[src/hdl/stir_pkg.sv]
// Package for the sorted table core: beat structs, opcode and status codes,
// cell entry and command types. No dependencies.
package stir_pkg;

  localparam int DEF_TABLE_DEPTH = 8;
  localparam int DEF_KEY_BYTES   = 8;
  localparam int KEY_W           = 64;
  localparam int SAL_W           = 32;
  localparam int IDX_W           = 3;
  localparam int CNT_OUT_W       = 4;

  typedef enum logic [1:0] {
    OP_INS  = 2'd0,
    OP_REM  = 2'd1,
    OP_RD   = 2'd2,
    OP_NOP  = 2'd3
  } opcode_t;

  typedef enum logic [2:0] {
    ST_OK        = 3'd0,
    ST_FULL      = 3'd1,
    ST_EMPTY     = 3'd2,
    ST_NOT_FOUND = 3'd3,
    ST_BAD_INDEX = 3'd4
  } status_t;

  typedef struct packed {
    logic [1:0]       opcode;
    logic [KEY_W-1:0] name_key;
    logic [SAL_W-1:0] salary_cents;
    logic [IDX_W-1:0] read_index;
  } in_beat_t;

  typedef struct packed {
    logic [2:0]           status;
    logic [KEY_W-1:0]     entry_key;
    logic [SAL_W-1:0]     entry_salary;
    logic [CNT_OUT_W-1:0] entry_count;
  } out_beat_t;

  typedef struct packed {
    logic             valid;
    logic [KEY_W-1:0] key;
    logic [SAL_W-1:0] salary;
  } cell_entry_t;

  typedef struct packed {
    logic             ins;
    logic             rem;
    logic [KEY_W-1:0] key;
    logic [SAL_W-1:0] salary;
  } cell_cmd_t;

endpackage

[src/hdl/stir_cell.sv]
// One table slot: holds an entry, compares it with the command key and
// shifts from its left or right neighbor. Depends on stir_pkg.
module stir_cell import stir_pkg::*; (
  input  logic        clk,
  input  logic        rst_n,
  input  cell_cmd_t   cmd,
  input  cell_entry_t left_ent,
  input  cell_entry_t right_ent,
  input  logic        left_gt,
  input  logic        hit_in,
  output cell_entry_t ent,
  output logic        gt,
  output logic        hit_out
);

  logic             valid_r;
  logic [KEY_W-1:0] key_r;
  logic [SAL_W-1:0] sal_r;
  cell_entry_t      ent_nxt;
  logic             eq;

  assign ent     = '{valid: valid_r, key: key_r, salary: sal_r};
  assign gt      = valid_r && (key_r > cmd.key);
  assign eq      = valid_r && (key_r == cmd.key);
  assign hit_out = hit_in | eq;

  always_comb begin
    ent_nxt = ent;
    if (cmd.ins) begin
      if (left_gt) begin
        ent_nxt = left_ent;
      end else if (gt || !valid_r) begin
        // new entry lands in the first slot past the equal keys
        ent_nxt = '{valid: left_ent.valid, key: cmd.key, salary: cmd.salary};
      end
    end else if (cmd.rem && hit_out) begin
      ent_nxt = right_ent;
    end
  end

  always_ff @(posedge clk) begin
    if (!rst_n) begin
      valid_r <= 1'b0;
    end else begin
      valid_r <= ent_nxt.valid;
    end
  end

  always_ff @(posedge clk) begin
    key_r <= ent_nxt.key;
    sal_r <= ent_nxt.salary;
  end

endmodule

[src/hdl/sorted_table_insert_remove_core.sv]
// Sorted table core: a row of TABLE_DEPTH stir_cell slots kept in key order.
// The result strobe is registered, high in the cycle after the accepting edge;
// one beat per cycle, busy is never raised. Insert and remove settle in the
// cell row at the accepting edge through its compare and first-match chains.
// Reset (rst_n low, synchronous) empties the table; slot data is not cleared.
// Depends on stir_pkg and stir_cell.
module sorted_table_insert_remove_core import stir_pkg::*; #(
  parameter int TABLE_DEPTH = DEF_TABLE_DEPTH,
  parameter int KEY_BYTES   = DEF_KEY_BYTES
) (
  input  logic      clk,
  input  logic      rst_n,
  input  logic      start,
  output logic      busy,
  input  in_beat_t  in_data,
  output logic      out_valid,
  output out_beat_t out_data
);

  localparam int CNT_W   = $clog2(TABLE_DEPTH + 1);
  localparam int CMP_W   = (CNT_W > IDX_W) ? CNT_W : IDX_W;
  localparam int RD_SPAN = (TABLE_DEPTH < (1 << IDX_W)) ? TABLE_DEPTH : (1 << IDX_W);
  localparam logic [KEY_W-1:0] KEY_MASK = {KEY_W{1'b1}} >> (KEY_W - 8 * KEY_BYTES);

  logic [CNT_W-1:0] count_r, count_nxt;
  logic             out_valid_r;
  out_beat_t        out_r, out_nxt;
  logic             accept;
  logic             full, empty, found, rd_ok;
  logic [KEY_W-1:0] key_m;
  cell_cmd_t        cmd;
  cell_entry_t      ents [TABLE_DEPTH];
  logic [TABLE_DEPTH-1:0] gts, hits, valids;
  cell_entry_t      rd_ent;

  assign busy   = 1'b0;
  assign accept = start && !busy;
  assign key_m  = in_data.name_key & KEY_MASK;
  assign full   = (count_r == CNT_W'(TABLE_DEPTH));
  assign empty  = (count_r == '0);
  assign found  = hits[TABLE_DEPTH-1];
  assign rd_ok  = (CMP_W'(in_data.read_index) < CMP_W'(count_r));

  assign cmd.ins    = accept && (in_data.opcode == OP_INS) && !full;
  assign cmd.rem    = accept && (in_data.opcode == OP_REM) && !empty;
  assign cmd.key    = key_m;
  assign cmd.salary = in_data.salary_cents;

  for (genvar i = 0; i < TABLE_DEPTH; i++) begin : g_cell
    cell_entry_t l_ent, r_ent;
    logic        l_gt, h_in;
    if (i == 0) begin : g_first
      assign l_ent = '{valid: 1'b1, key: '0, salary: '0};
      assign l_gt  = 1'b0;
      assign h_in  = 1'b0;
    end else begin : g_mid
      assign l_ent = ents[i-1];
      assign l_gt  = gts[i-1];
      assign h_in  = hits[i-1];
    end
    if (i == TABLE_DEPTH - 1) begin : g_last
      assign r_ent = '{valid: 1'b0, key: '0, salary: '0};
    end else begin : g_inner
      assign r_ent = ents[i+1];
    end
    stir_cell u_cell (
      .clk       (clk),
      .rst_n     (rst_n),
      .cmd       (cmd),
      .left_ent  (l_ent),
      .right_ent (r_ent),
      .left_gt   (l_gt),
      .hit_in    (h_in),
      .ent       (ents[i]),
      .gt        (gts[i]),
      .hit_out   (hits[i])
    );
    assign valids[i] = ents[i].valid;
  end

  always_comb begin
    rd_ent = '{valid: 1'b0, key: '0, salary: '0};
    for (int i = 0; i < RD_SPAN; i++) begin
      if (in_data.read_index == IDX_W'(i)) begin
        rd_ent = ents[i];
      end
    end
  end

  always_comb begin
    count_nxt = count_r;
    out_nxt   = '0;
    case (in_data.opcode)
      OP_INS: begin
        if (full) begin
          out_nxt.status = ST_FULL;
        end else begin
          out_nxt.status = ST_OK;
          count_nxt      = count_r + 1'b1;
        end
      end
      OP_REM: begin
        if (empty) begin
          out_nxt.status = ST_EMPTY;
        end else if (!found) begin
          out_nxt.status = ST_NOT_FOUND;
        end else begin
          out_nxt.status = ST_OK;
          count_nxt      = count_r - 1'b1;
        end
      end
      OP_RD: begin
        if (rd_ok) begin
          out_nxt.status       = ST_OK;
          out_nxt.entry_key    = rd_ent.key;
          out_nxt.entry_salary = rd_ent.salary;
        end else begin
          out_nxt.status = ST_BAD_INDEX;
        end
      end
      default: begin
        out_nxt.status = ST_OK;
      end
    endcase
    out_nxt.entry_count = CNT_OUT_W'(count_nxt);
  end

  always_ff @(posedge clk) begin
    if (!rst_n) begin
      count_r     <= '0;
      out_valid_r <= 1'b0;
    end else begin
      out_valid_r <= accept;
      if (accept) begin
        count_r <= count_nxt;
      end
    end
  end

  always_ff @(posedge clk) begin
    if (accept) begin
      out_r <= out_nxt;
    end
  end

  assign out_valid = out_valid_r;
  assign out_data  = out_r;

`ifndef SYNTH
  a_valid_prefix: assert property (@(posedge clk) disable iff (!rst_n)
    $countones(valids) == int'(count_r))
    else $error("slot valid bits disagree with fill count");

  a_ins_count: assert property (@(posedge clk) disable iff (!rst_n)
    (accept && in_data.opcode == OP_INS && !full) |=> (count_r == $past(count_r) + 1'b1))
    else $error("accepted insert did not grow the table");

  a_zero_fields: assert property (@(posedge clk) disable iff (!rst_n)
    (out_valid && out_data.status != ST_OK) |->
      (out_data.entry_key == '0 && out_data.entry_salary == '0))
    else $error("refused beat carries entry data");

  a_sorted: assert property (@(posedge clk) disable iff (!rst_n)
    (out_valid && TABLE_DEPTH > 1 && ents[1].valid) |-> (ents[0].key <= ents[1].key))
    else $error("head of table out of order");
`endif

endmodule

[config.mk]
export PLATFORM = sky130hd
export DESIGN_NAME = sorted_table_insert_remove_core
export DESIGN_NICKNAME = d
export VERILOG_FILES = /design/src/hdl/stir_pkg.sv /design/src/hdl/stir_cell.sv /design/src/hdl/sorted_table_insert_remove_core.sv
export SDC_FILE = /design/constraint.sdc
export NUM_CORES = 2
export LEC_CHECK = 0
export ABC_AREA = 1
export BUFFER_PORTS_ARGS = -buffer_cell sky130_fd_sc_hd__buf_2
export CORE_UTILIZATION = 50
export CTS_CLUSTER_DIAMETER = 150
export DETAILED_ROUTE_END_ITERATION = 10
export PLACE_DENSITY_LB_ADDON = 0.05
export REMOVE_ABC_BUFFERS = 1
export SYNTH_ARGS = -nofsm -noshare
export SYNTH_HDL_FRONTEND = slang
export SYNTH_HIERARCHICAL = 1
export SYNTH_SLANG_ARGS = --single-unit
[constraint.sdc]
create_clock -name clk -period 6.5 [get_ports clk]
set_clock_uncertainty 0.1 [all_clocks]
set_input_delay 1.625 -clock clk [delete_from_list [all_inputs] [get_ports clk]]
set_output_delay 1.625 -clock clk [all_outputs]
set_load 0.1 [all_outputs]
# After elaboration in Yosys (flattened, before gate mapping)
# Index checks and enable logic that the tools add are counted.
# word_totals
ff_bits,884
in_bits,104
output_inout_bits,105
wordCells,188
# op_classes
add_sub_neg,2
magnitude_cmp,9
n_eq_ne,26
mux,48
bitwise_logic,7
n_reduce_logical,66
# ops
cell,n
$mux 97,31
$mux 96,8
$eq 64x64->1,8
$gt 64x64->1,8
$logic_and 1x1->1,28
$ne 3x1->1 const B,7
$reduce_and 2->1,9
$reduce_bool 2->1,8
$eq 3x3->1 const B,4
$mux 4,3
$logic_not 1->1,10
$pmux 3 s3,1
$logic_or 1x1->1,8
$pmux 4 s2,1
$or 1x1->1,7
$eq 3x2->1 const B,2
$add 4x1->4 const B,1
$eq 4x4->1 const B,1
$logic_not 4->1,1
$lt 3x4->1,1
$mux 2,2
$sub 4x1->4 const B,1
$eq 3x1->1 const B,1
$logic_not 3->1,1
other kinds (6),6

# Depth between registers and ports, before layout
# logic_depth
depth_word,12
ltp_mapped,25
ltp_nobuf,24

# Cells and area by module
# Netlist, hierarchy kept.
# by_module_without_submodules
module,instances,cells_per_inst,area_per_inst_um2,seq_area_each_um2
stir_cell,8,846,6700.2,2902.8
sorted_table_insert_remove_core,1,1769,10191.0,3193.1

# Least setup slack after synthesis
# No wires, ideal clock.
# synth_timing
path_kind,input port to flip-flop
from,in in_data[50] (netlist bit)
to,"reg g_cell[7].u_cell.key_r[0], enable pin"
setup_ns,0.466
arrival_time_ns,6.079
required_ns,5.934
slack_ns,-0.144
cell_stages,18
n_path_buf,0
path_cell_list,inv_1 -> ha_1 -> nand2_1 -> nor2_1 -> nand4_1 -> nor2_1 -> nand4_1 -> o21bai_1 -> o21bai_1 -> o21bai_1 -> o21bai_1 -> o21bai_1 -> o21bai_1 -> o21bai_1 -> o21bai_1 -> nand2_1 -> nand2_1 -> and2_1
# synth_between
elab_chain_cells,12
word_cells_on_any_way,32
cone_classes,order compare (2); eq/ne (9); bitwise (7); reduce/logical (14)
# synth_lines
item,line,source
start: declaration,sorted_table_insert_remove_core.sv:15,"input in_beat_t in_data,"
$eq 64x64->1,stir_cell.sv:24,assign eq = valid_r && (key_r == cmd.key);
$logic_and 1x1->1,stir_cell.sv:24,
net g_cell[1].h_in,sorted_table_insert_remove_core.sv:51,"logic l_gt, h_in;"
$or 1x1->1,stir_cell.sv:25,assign hit_out = hit_in | eq;
net g_cell[2].h_in,sorted_table_insert_remove_core.sv:51,
$or 1x1->1,stir_cell.sv:25,
net g_cell[3].h_in,sorted_table_insert_remove_core.sv:51,
$or 1x1->1,stir_cell.sv:25,
net g_cell[4].h_in,sorted_table_insert_remove_core.sv:51,
[... 1 more ...],n/a,
net g_cell[5].h_in,sorted_table_insert_remove_core.sv:51,
[... 1 more ...],n/a,
net g_cell[6].h_in,sorted_table_insert_remove_core.sv:51,
$or 1x1->1,stir_cell.sv:25,
net g_cell[7].h_in,sorted_table_insert_remove_core.sv:51,
$or 1x1->1,stir_cell.sv:25,
net found,sorted_table_insert_remove_core.sv:29,"logic full, empty, found, rd_ok;"
$logic_and 1x1->1,stir_cell.sv:36,end else if (cmd.rem && hit_out) begin
$reduce_bool 2->1 (no line),n/a,
$reduce_and 2->1 (no line),n/a,
end signal: assignment,stir_cell.sv:50,key_r <= ent_nxt.key;
end: declaration,stir_cell.sv:17,logic [KEY_W-1:0] key_r;
# The timed path passes the listed nets, and every way through them passes these cells.
# A chain may end at the register's enable or synchronous reset.

# Worst setup path in the final report
# layout_timing
from,in in_data[42] (netlist bit)
to,"reg g_cell[7].u_cell.sal_r[8], enable pin"
# layout_between
elab_chain_cells,12
word_cells_on_any_way,32
cone_classes,order compare (2); eq/ne (9); bitwise (7); reduce/logical (14)
# layout_lines
item,line,source
$eq 64x64->1,stir_cell.sv:24,
$logic_and 1x1->1,stir_cell.sv:24,
net g_cell[1].h_in,sorted_table_insert_remove_core.sv:51,
$or 1x1->1,stir_cell.sv:25,
net g_cell[2].h_in,sorted_table_insert_remove_core.sv:51,
$or 1x1->1,stir_cell.sv:25,
net g_cell[3].h_in,sorted_table_insert_remove_core.sv:51,
$or 1x1->1,stir_cell.sv:25,
net g_cell[4].h_in,sorted_table_insert_remove_core.sv:51,
[... 1 more ...],n/a,
net g_cell[5].h_in,sorted_table_insert_remove_core.sv:51,
[... 1 more ...],n/a,
net g_cell[6].h_in,sorted_table_insert_remove_core.sv:51,
$or 1x1->1,stir_cell.sv:25,
net g_cell[7].h_in,sorted_table_insert_remove_core.sv:51,
$or 1x1->1,stir_cell.sv:25,
net found,sorted_table_insert_remove_core.sv:29,
$logic_and 1x1->1,stir_cell.sv:36,
$reduce_bool 2->1 (no line),n/a,
$reduce_and 2->1 (no line),n/a,
end signal: assignment,stir_cell.sv:51,sal_r <= ent_nxt.salary;
end: declaration,stir_cell.sv:18,logic [SAL_W-1:0] sal_r;
# The timed path passes the listed nets, and every way through them passes these cells.

==> impl_metrics.xml <==
<?xml version="1.0" encoding="UTF-8"?>
<metrics>
  <group name="power">
    <metric name="ir_worst_vdd" unit="mV">0.219</metric>
    <metric name="power_frac_seq" unit="">0.434</metric>
    <metric name="p_leak" unit="nW">33.1</metric>
    <metric name="finalPower" unit="mW">15.9</metric>
    <metric name="p_per_area" unit="mW/mm^2">226</metric>
    <metric name="pwr-share-clk" unit="">0.385</metric>
    <metric name="power.net_switching" unit="mW">5.06</metric>
    <metric name="power.internal" unit="mW">10.9</metric>
    <metric name="power_switching_share" unit="">0.318</metric>
    <metric name="comb_power_share" unit="">0.181</metric>
  </group>
  <group name="worst_hold_path">
    <metric name="hold_path.class" unit="">reg -&gt; reg</metric>
    <metric name="hold_path_startpoint" unit="">g_cell[7].u_cell/sal_r[3]$_DFFE_PP_</metric>
    <metric name="worst_hold_endpoint" unit="">g_cell[6].u_cell/sal_r[3]$_DFFE_PP_</metric>
    <metric name="worst_hold_path.num_cells" unit="">2</metric>
  </group>
  <group name="clock_network">
    <metric name="clk_lat_worst_skew" unit="ps">750</metric>
    <metric name="tritoncts_num_sinks" unit="">884</metric>
    <metric name="h-tree-depth" unit="">3</metric>
    <metric name="tritoncts" unit="">yes</metric>
    <metric name="clk_path_buf_depth" unit="">3</metric>
    <metric name="ctsHoldBuffers" unit="">0</metric>
    <metric name="clkTransAtPathRegs" unit="ps">60</metric>
    <metric name="post-cts-setup-buffer-count" unit="">0</metric>
    <metric name="total_clock_buffers_created_by_cts" unit="">106</metric>
    <metric name="cts.repair.resized" unit="">0</metric>
    <metric name="cts_root_buffer" unit="">clkbuf_16</metric>
  </group>
  <group name="floorplan">
    <metric name="dieHeight" unit="um">359</metric>
    <metric name="row_cnt" unit="">130</metric>
    <metric name="start_util" unit="">0.506</metric>
    <metric name="ios" unit="">209</metric>
    <metric name="die_area" unit="sq mm">0.129</metric>
    <metric name="dieWidth" unit="um">359</metric>
    <metric name="core_footprint" unit="sq mm">0.126</metric>
  </group>
  <group name="place">
    <metric name="buffer_ports.inserted" unit="">207</metric>
    <metric name="gp_congestion" unit="">0.960</metric>
    <metric name="place_worst_setup_slack" unit="ps">433</metric>
    <metric name="place_hpwl" unit="mm">148</metric>
    <metric name="dpl-instance-area" unit="sq mm">0.0670</metric>
  </group>
  <group name="synthesis">
    <metric name="syn_avg_cell_area" unit="sq um">7.47</metric>
    <metric name="yosys_warnings" unit="">6</metric>
    <metric name="syn-cell-area" unit="sq mm">0.0638</metric>
    <metric name="synthesis.instances" unit="">8536</metric>
  </group>
  <group name="global_routing">
    <metric name="antenna_found_initial" unit="">27</metric>
    <metric name="gr-usage-all-layers" unit="">0.378</metric>
    <metric name="first_global_vias" unit="">56800</metric>
    <metric name="grt_first_pass_wirelength" unit="mm">368</metric>
    <metric name="maximum_number_of_pins_on_one_net_before_global_route_repair" unit="">145</metric>
    <metric name="grt_overflow_total" unit="">0</metric>
  </group>
  <group name="setup_path">
    <metric name="reg2reg_setup_slack" unit="ps">1810</metric>
    <metric name="worst-endpoint-required" unit="ps">6820</metric>
    <metric name="critPathCaptureType" unit="">flip-flop</metric>
    <metric name="crit_path_cell_trace" unit="">buf_2 -&gt; inv_1 -&gt; ha_1 -&gt; nand2_1 -&gt; nor2_1 -&gt; nand4_1 -&gt; nor2_1 -&gt; nand4_1 -&gt; o21bai_1 -&gt; o21bai_1 -&gt; o21bai_1 -&gt; o21bai_1 -&gt; o21bai_1 -&gt; o21bai_1 -&gt; o21bai_1 -&gt; o21bai_1 -&gt; nand2_1 -&gt; nand2_1 -&gt; and2_4 -&gt; buf_12</metric>
    <metric name="cp_max_fanout" unit="">30</metric>
    <metric name="arrival" unit="ps">5780</metric>
    <metric name="worst_path_most_repeated_cell" unit="">o21bai_1</metric>
    <metric name="worst-r2r-cell-count" unit="">18</metric>
    <metric name="cp_slowest_cell" unit="">and2_4</metric>
    <metric name="worstReg2RegStart" unit="">g_cell[0].u_cell/key_r[7]$_DFFE_PP_</metric>
    <metric name="timing.rr.end" unit="">g_cell[7].u_cell/sal_r[8]$_DFFE_PP_</metric>
    <metric name="worstSetupPathType" unit="">in -&gt; reg</metric>
    <metric name="cpPeakStageDelay" unit="ps">490</metric>
    <metric name="worst_setup_path_start_kind" unit="">primary input</metric>
  </group>
  <group name="sta">
    <metric name="timing.setup.tns" unit="ps">0</metric>
    <metric name="period_share" unit="">0.841</metric>
    <metric name="finalSetupViolations" unit="">0</metric>
    <metric name="maxSlewViolCount" unit="">0</metric>
    <metric name="fmax" unit="MHz">183</metric>
    <metric name="worst_slew_pin_slew" unit="ps">1240</metric>
    <metric name="max_slew_margin" unit="">0.175</metric>
    <metric name="post-route-worst-setup-slack" unit="ps">1030</metric>
    <metric name="setup_repair_after_global_routing_missed_its_margin" unit="">no</metric>
    <metric name="timing.final.hold_violations" unit="">0</metric>
    <metric name="finalWorstPathRequiredPeriod" unit="ps">5470</metric>
  </group>
  <group name="routing">
    <metric name="totalWireLength" unit="mm">251</metric>
    <metric name="detailedRoute.firstPassIterationCount" unit="">7</metric>
    <metric name="detail_route.drc_violations" unit="">0</metric>
    <metric name="drt_iter0_drcs" unit="">8812</metric>
    <metric name="routed-via-count" unit="">61600</metric>
    <metric name="routed_wire_length_per_instance" unit="um">24.0</metric>
    <metric name="via_density_per_instance" unit="">5.89</metric>
    <metric name="drt.antenna.violating_nets" unit="">0</metric>
  </group>
  <group name="layout">
    <metric name="final_core_utilization" unit="">0.559</metric>
    <metric name="drive_above_1_share" unit="">0.0810</metric>
    <metric name="layout.cell_area.non_filler" unit="sq mm">0.0705</metric>
    <metric name="multi_input_comb_area" unit="sq mm">0.0325</metric>
    <metric name="number_of_nets_in_the_final_layout" unit="">9336</metric>
    <metric name="final-seq-area" unit="sq mm">0.0264</metric>
    <metric name="area_delta_synth_final" unit="%">10.5</metric>
    <metric name="nFillCells" unit="">11900</metric>
  </group>
  <group name="outcome">
    <metric name="run_status" unit="">finished, final reports clean</metric>
  </group>
  <group name="run">
    <metric name="cap_violations" unit="">0</metric>
  </group>
</metrics>
[critical path, delay by kind of cell]
kind	cells	cell delay [ps]
fa+ha+maj	1	300
buf+inv	3	660
simple gates	8	1490
compound gates	8	1640
[worst max path at each step]
stage                                           end  cells past startpoint         start  slack, ps
6_report        g_cell[7].u_cell/sal_r[8]$_DFFE_PP_                     20   in_data[42]       1030
5_1_grt         g_cell[7].u_cell/key_r[6]$_DFFE_PP_                     20   in_data[42]        820
4_1_cts        g_cell[7].u_cell/sal_r[25]$_DFFE_PP_                     20   in_data[42]       1200
3_5_place_dp   g_cell[7].u_cell/sal_r[25]$_DFFE_PP_                     20   in_data[42]        430
3_3_place_gp   g_cell[7].u_cell/sal_r[25]$_DFFE_PP_                     20   in_data[42]        460
2_1_floorplan   g_cell[0].u_cell/key_r[0]$_DFFE_PP_                      6  in_data[100]     -38880
[power groups by stage]
stage	Combinational, mW	Sequential (mW)	Clock (mW)
after CTS	2.79	6.90	6.17
after global routing	3.13	6.94	6.37
after detailed placement	2.78	7.02	0
final	2.89	6.91	6.13
after global placement	2.72	7.02	0
after floorplan	1.66	7.23	0
[sequential cells by signal, summed over array words and instances, names as in the netlist]
| name | cells |
|---|---|
| out_valid | 1 |
| out_data | 103 |
| g_cell.u_cell/valid_r | 8 |
| count_r | 4 |
| g_cell.u_cell/key_r | 512 |
| g_cell.u_cell/sal_r | 256 |
[cells in the final DEF, fill, tap and decap left out, types with 8 or more instances in the layout]
cell and n:
a211oi_1 9, nand4_1 138, a21oi_1 301, inv_2 76, edfxtp_1 871, inv_4 18
dfxtp_1 13, clkinv_2 23, buf_4 80, inv_1 852, and2_4 8, ha_1 516
buf_12 37, o21ai_1 720, bufinv_16 11, a21o_1 32, nor2_2 48, clkbuf_1 23
conb_1 198, clkinv_1 41, nand2_1 2046, buf_2 206, o21ai_0 855, diode_2 12
nor2_1 1294, nand3_1 130, nor3_1 8, mux2i_1 8, or3_1 8, clkbuf_16 107
o21bai_1 17, nand2_2 48, o21a_1 8, nor2_4 31
[per-stage QoR]
stage	std cells	hold slack (ps)
6_report	10500	456
5_1_grt	10500	478
4_1_cts	10500	462
3_5_place_dp	10300	444
3_3_place_gp	10300	435
2_1_floorplan	8284	426
[area by class of cell]
| cell class | instances | share of cell area |
|---|---|---|
| sequential | 884 | 0.375 |
| timing repair buffer | 324 | 0.0338 |
| clock inverter | 68 | 0.00957 |
| clock buffer | 130 | 0.0392 |
| antenna | 12 | 0.000426 |
| multi-input combinational | 6437 | 0.461 |
| inverter | 963 | 0.0520 |
| tap | 1650 | 0.0293 |
[per-layer routing]
metal	vias up	routed length (um)	track usage
met5	-	126	0
met4	20	11200	0.164
met3	668	31000	0.0743
met2	3977	109000	0.578
met1	28600	99700	0.521
li1	28400	-	-
No activity file was read; power rests on OpenSTA's default activity.
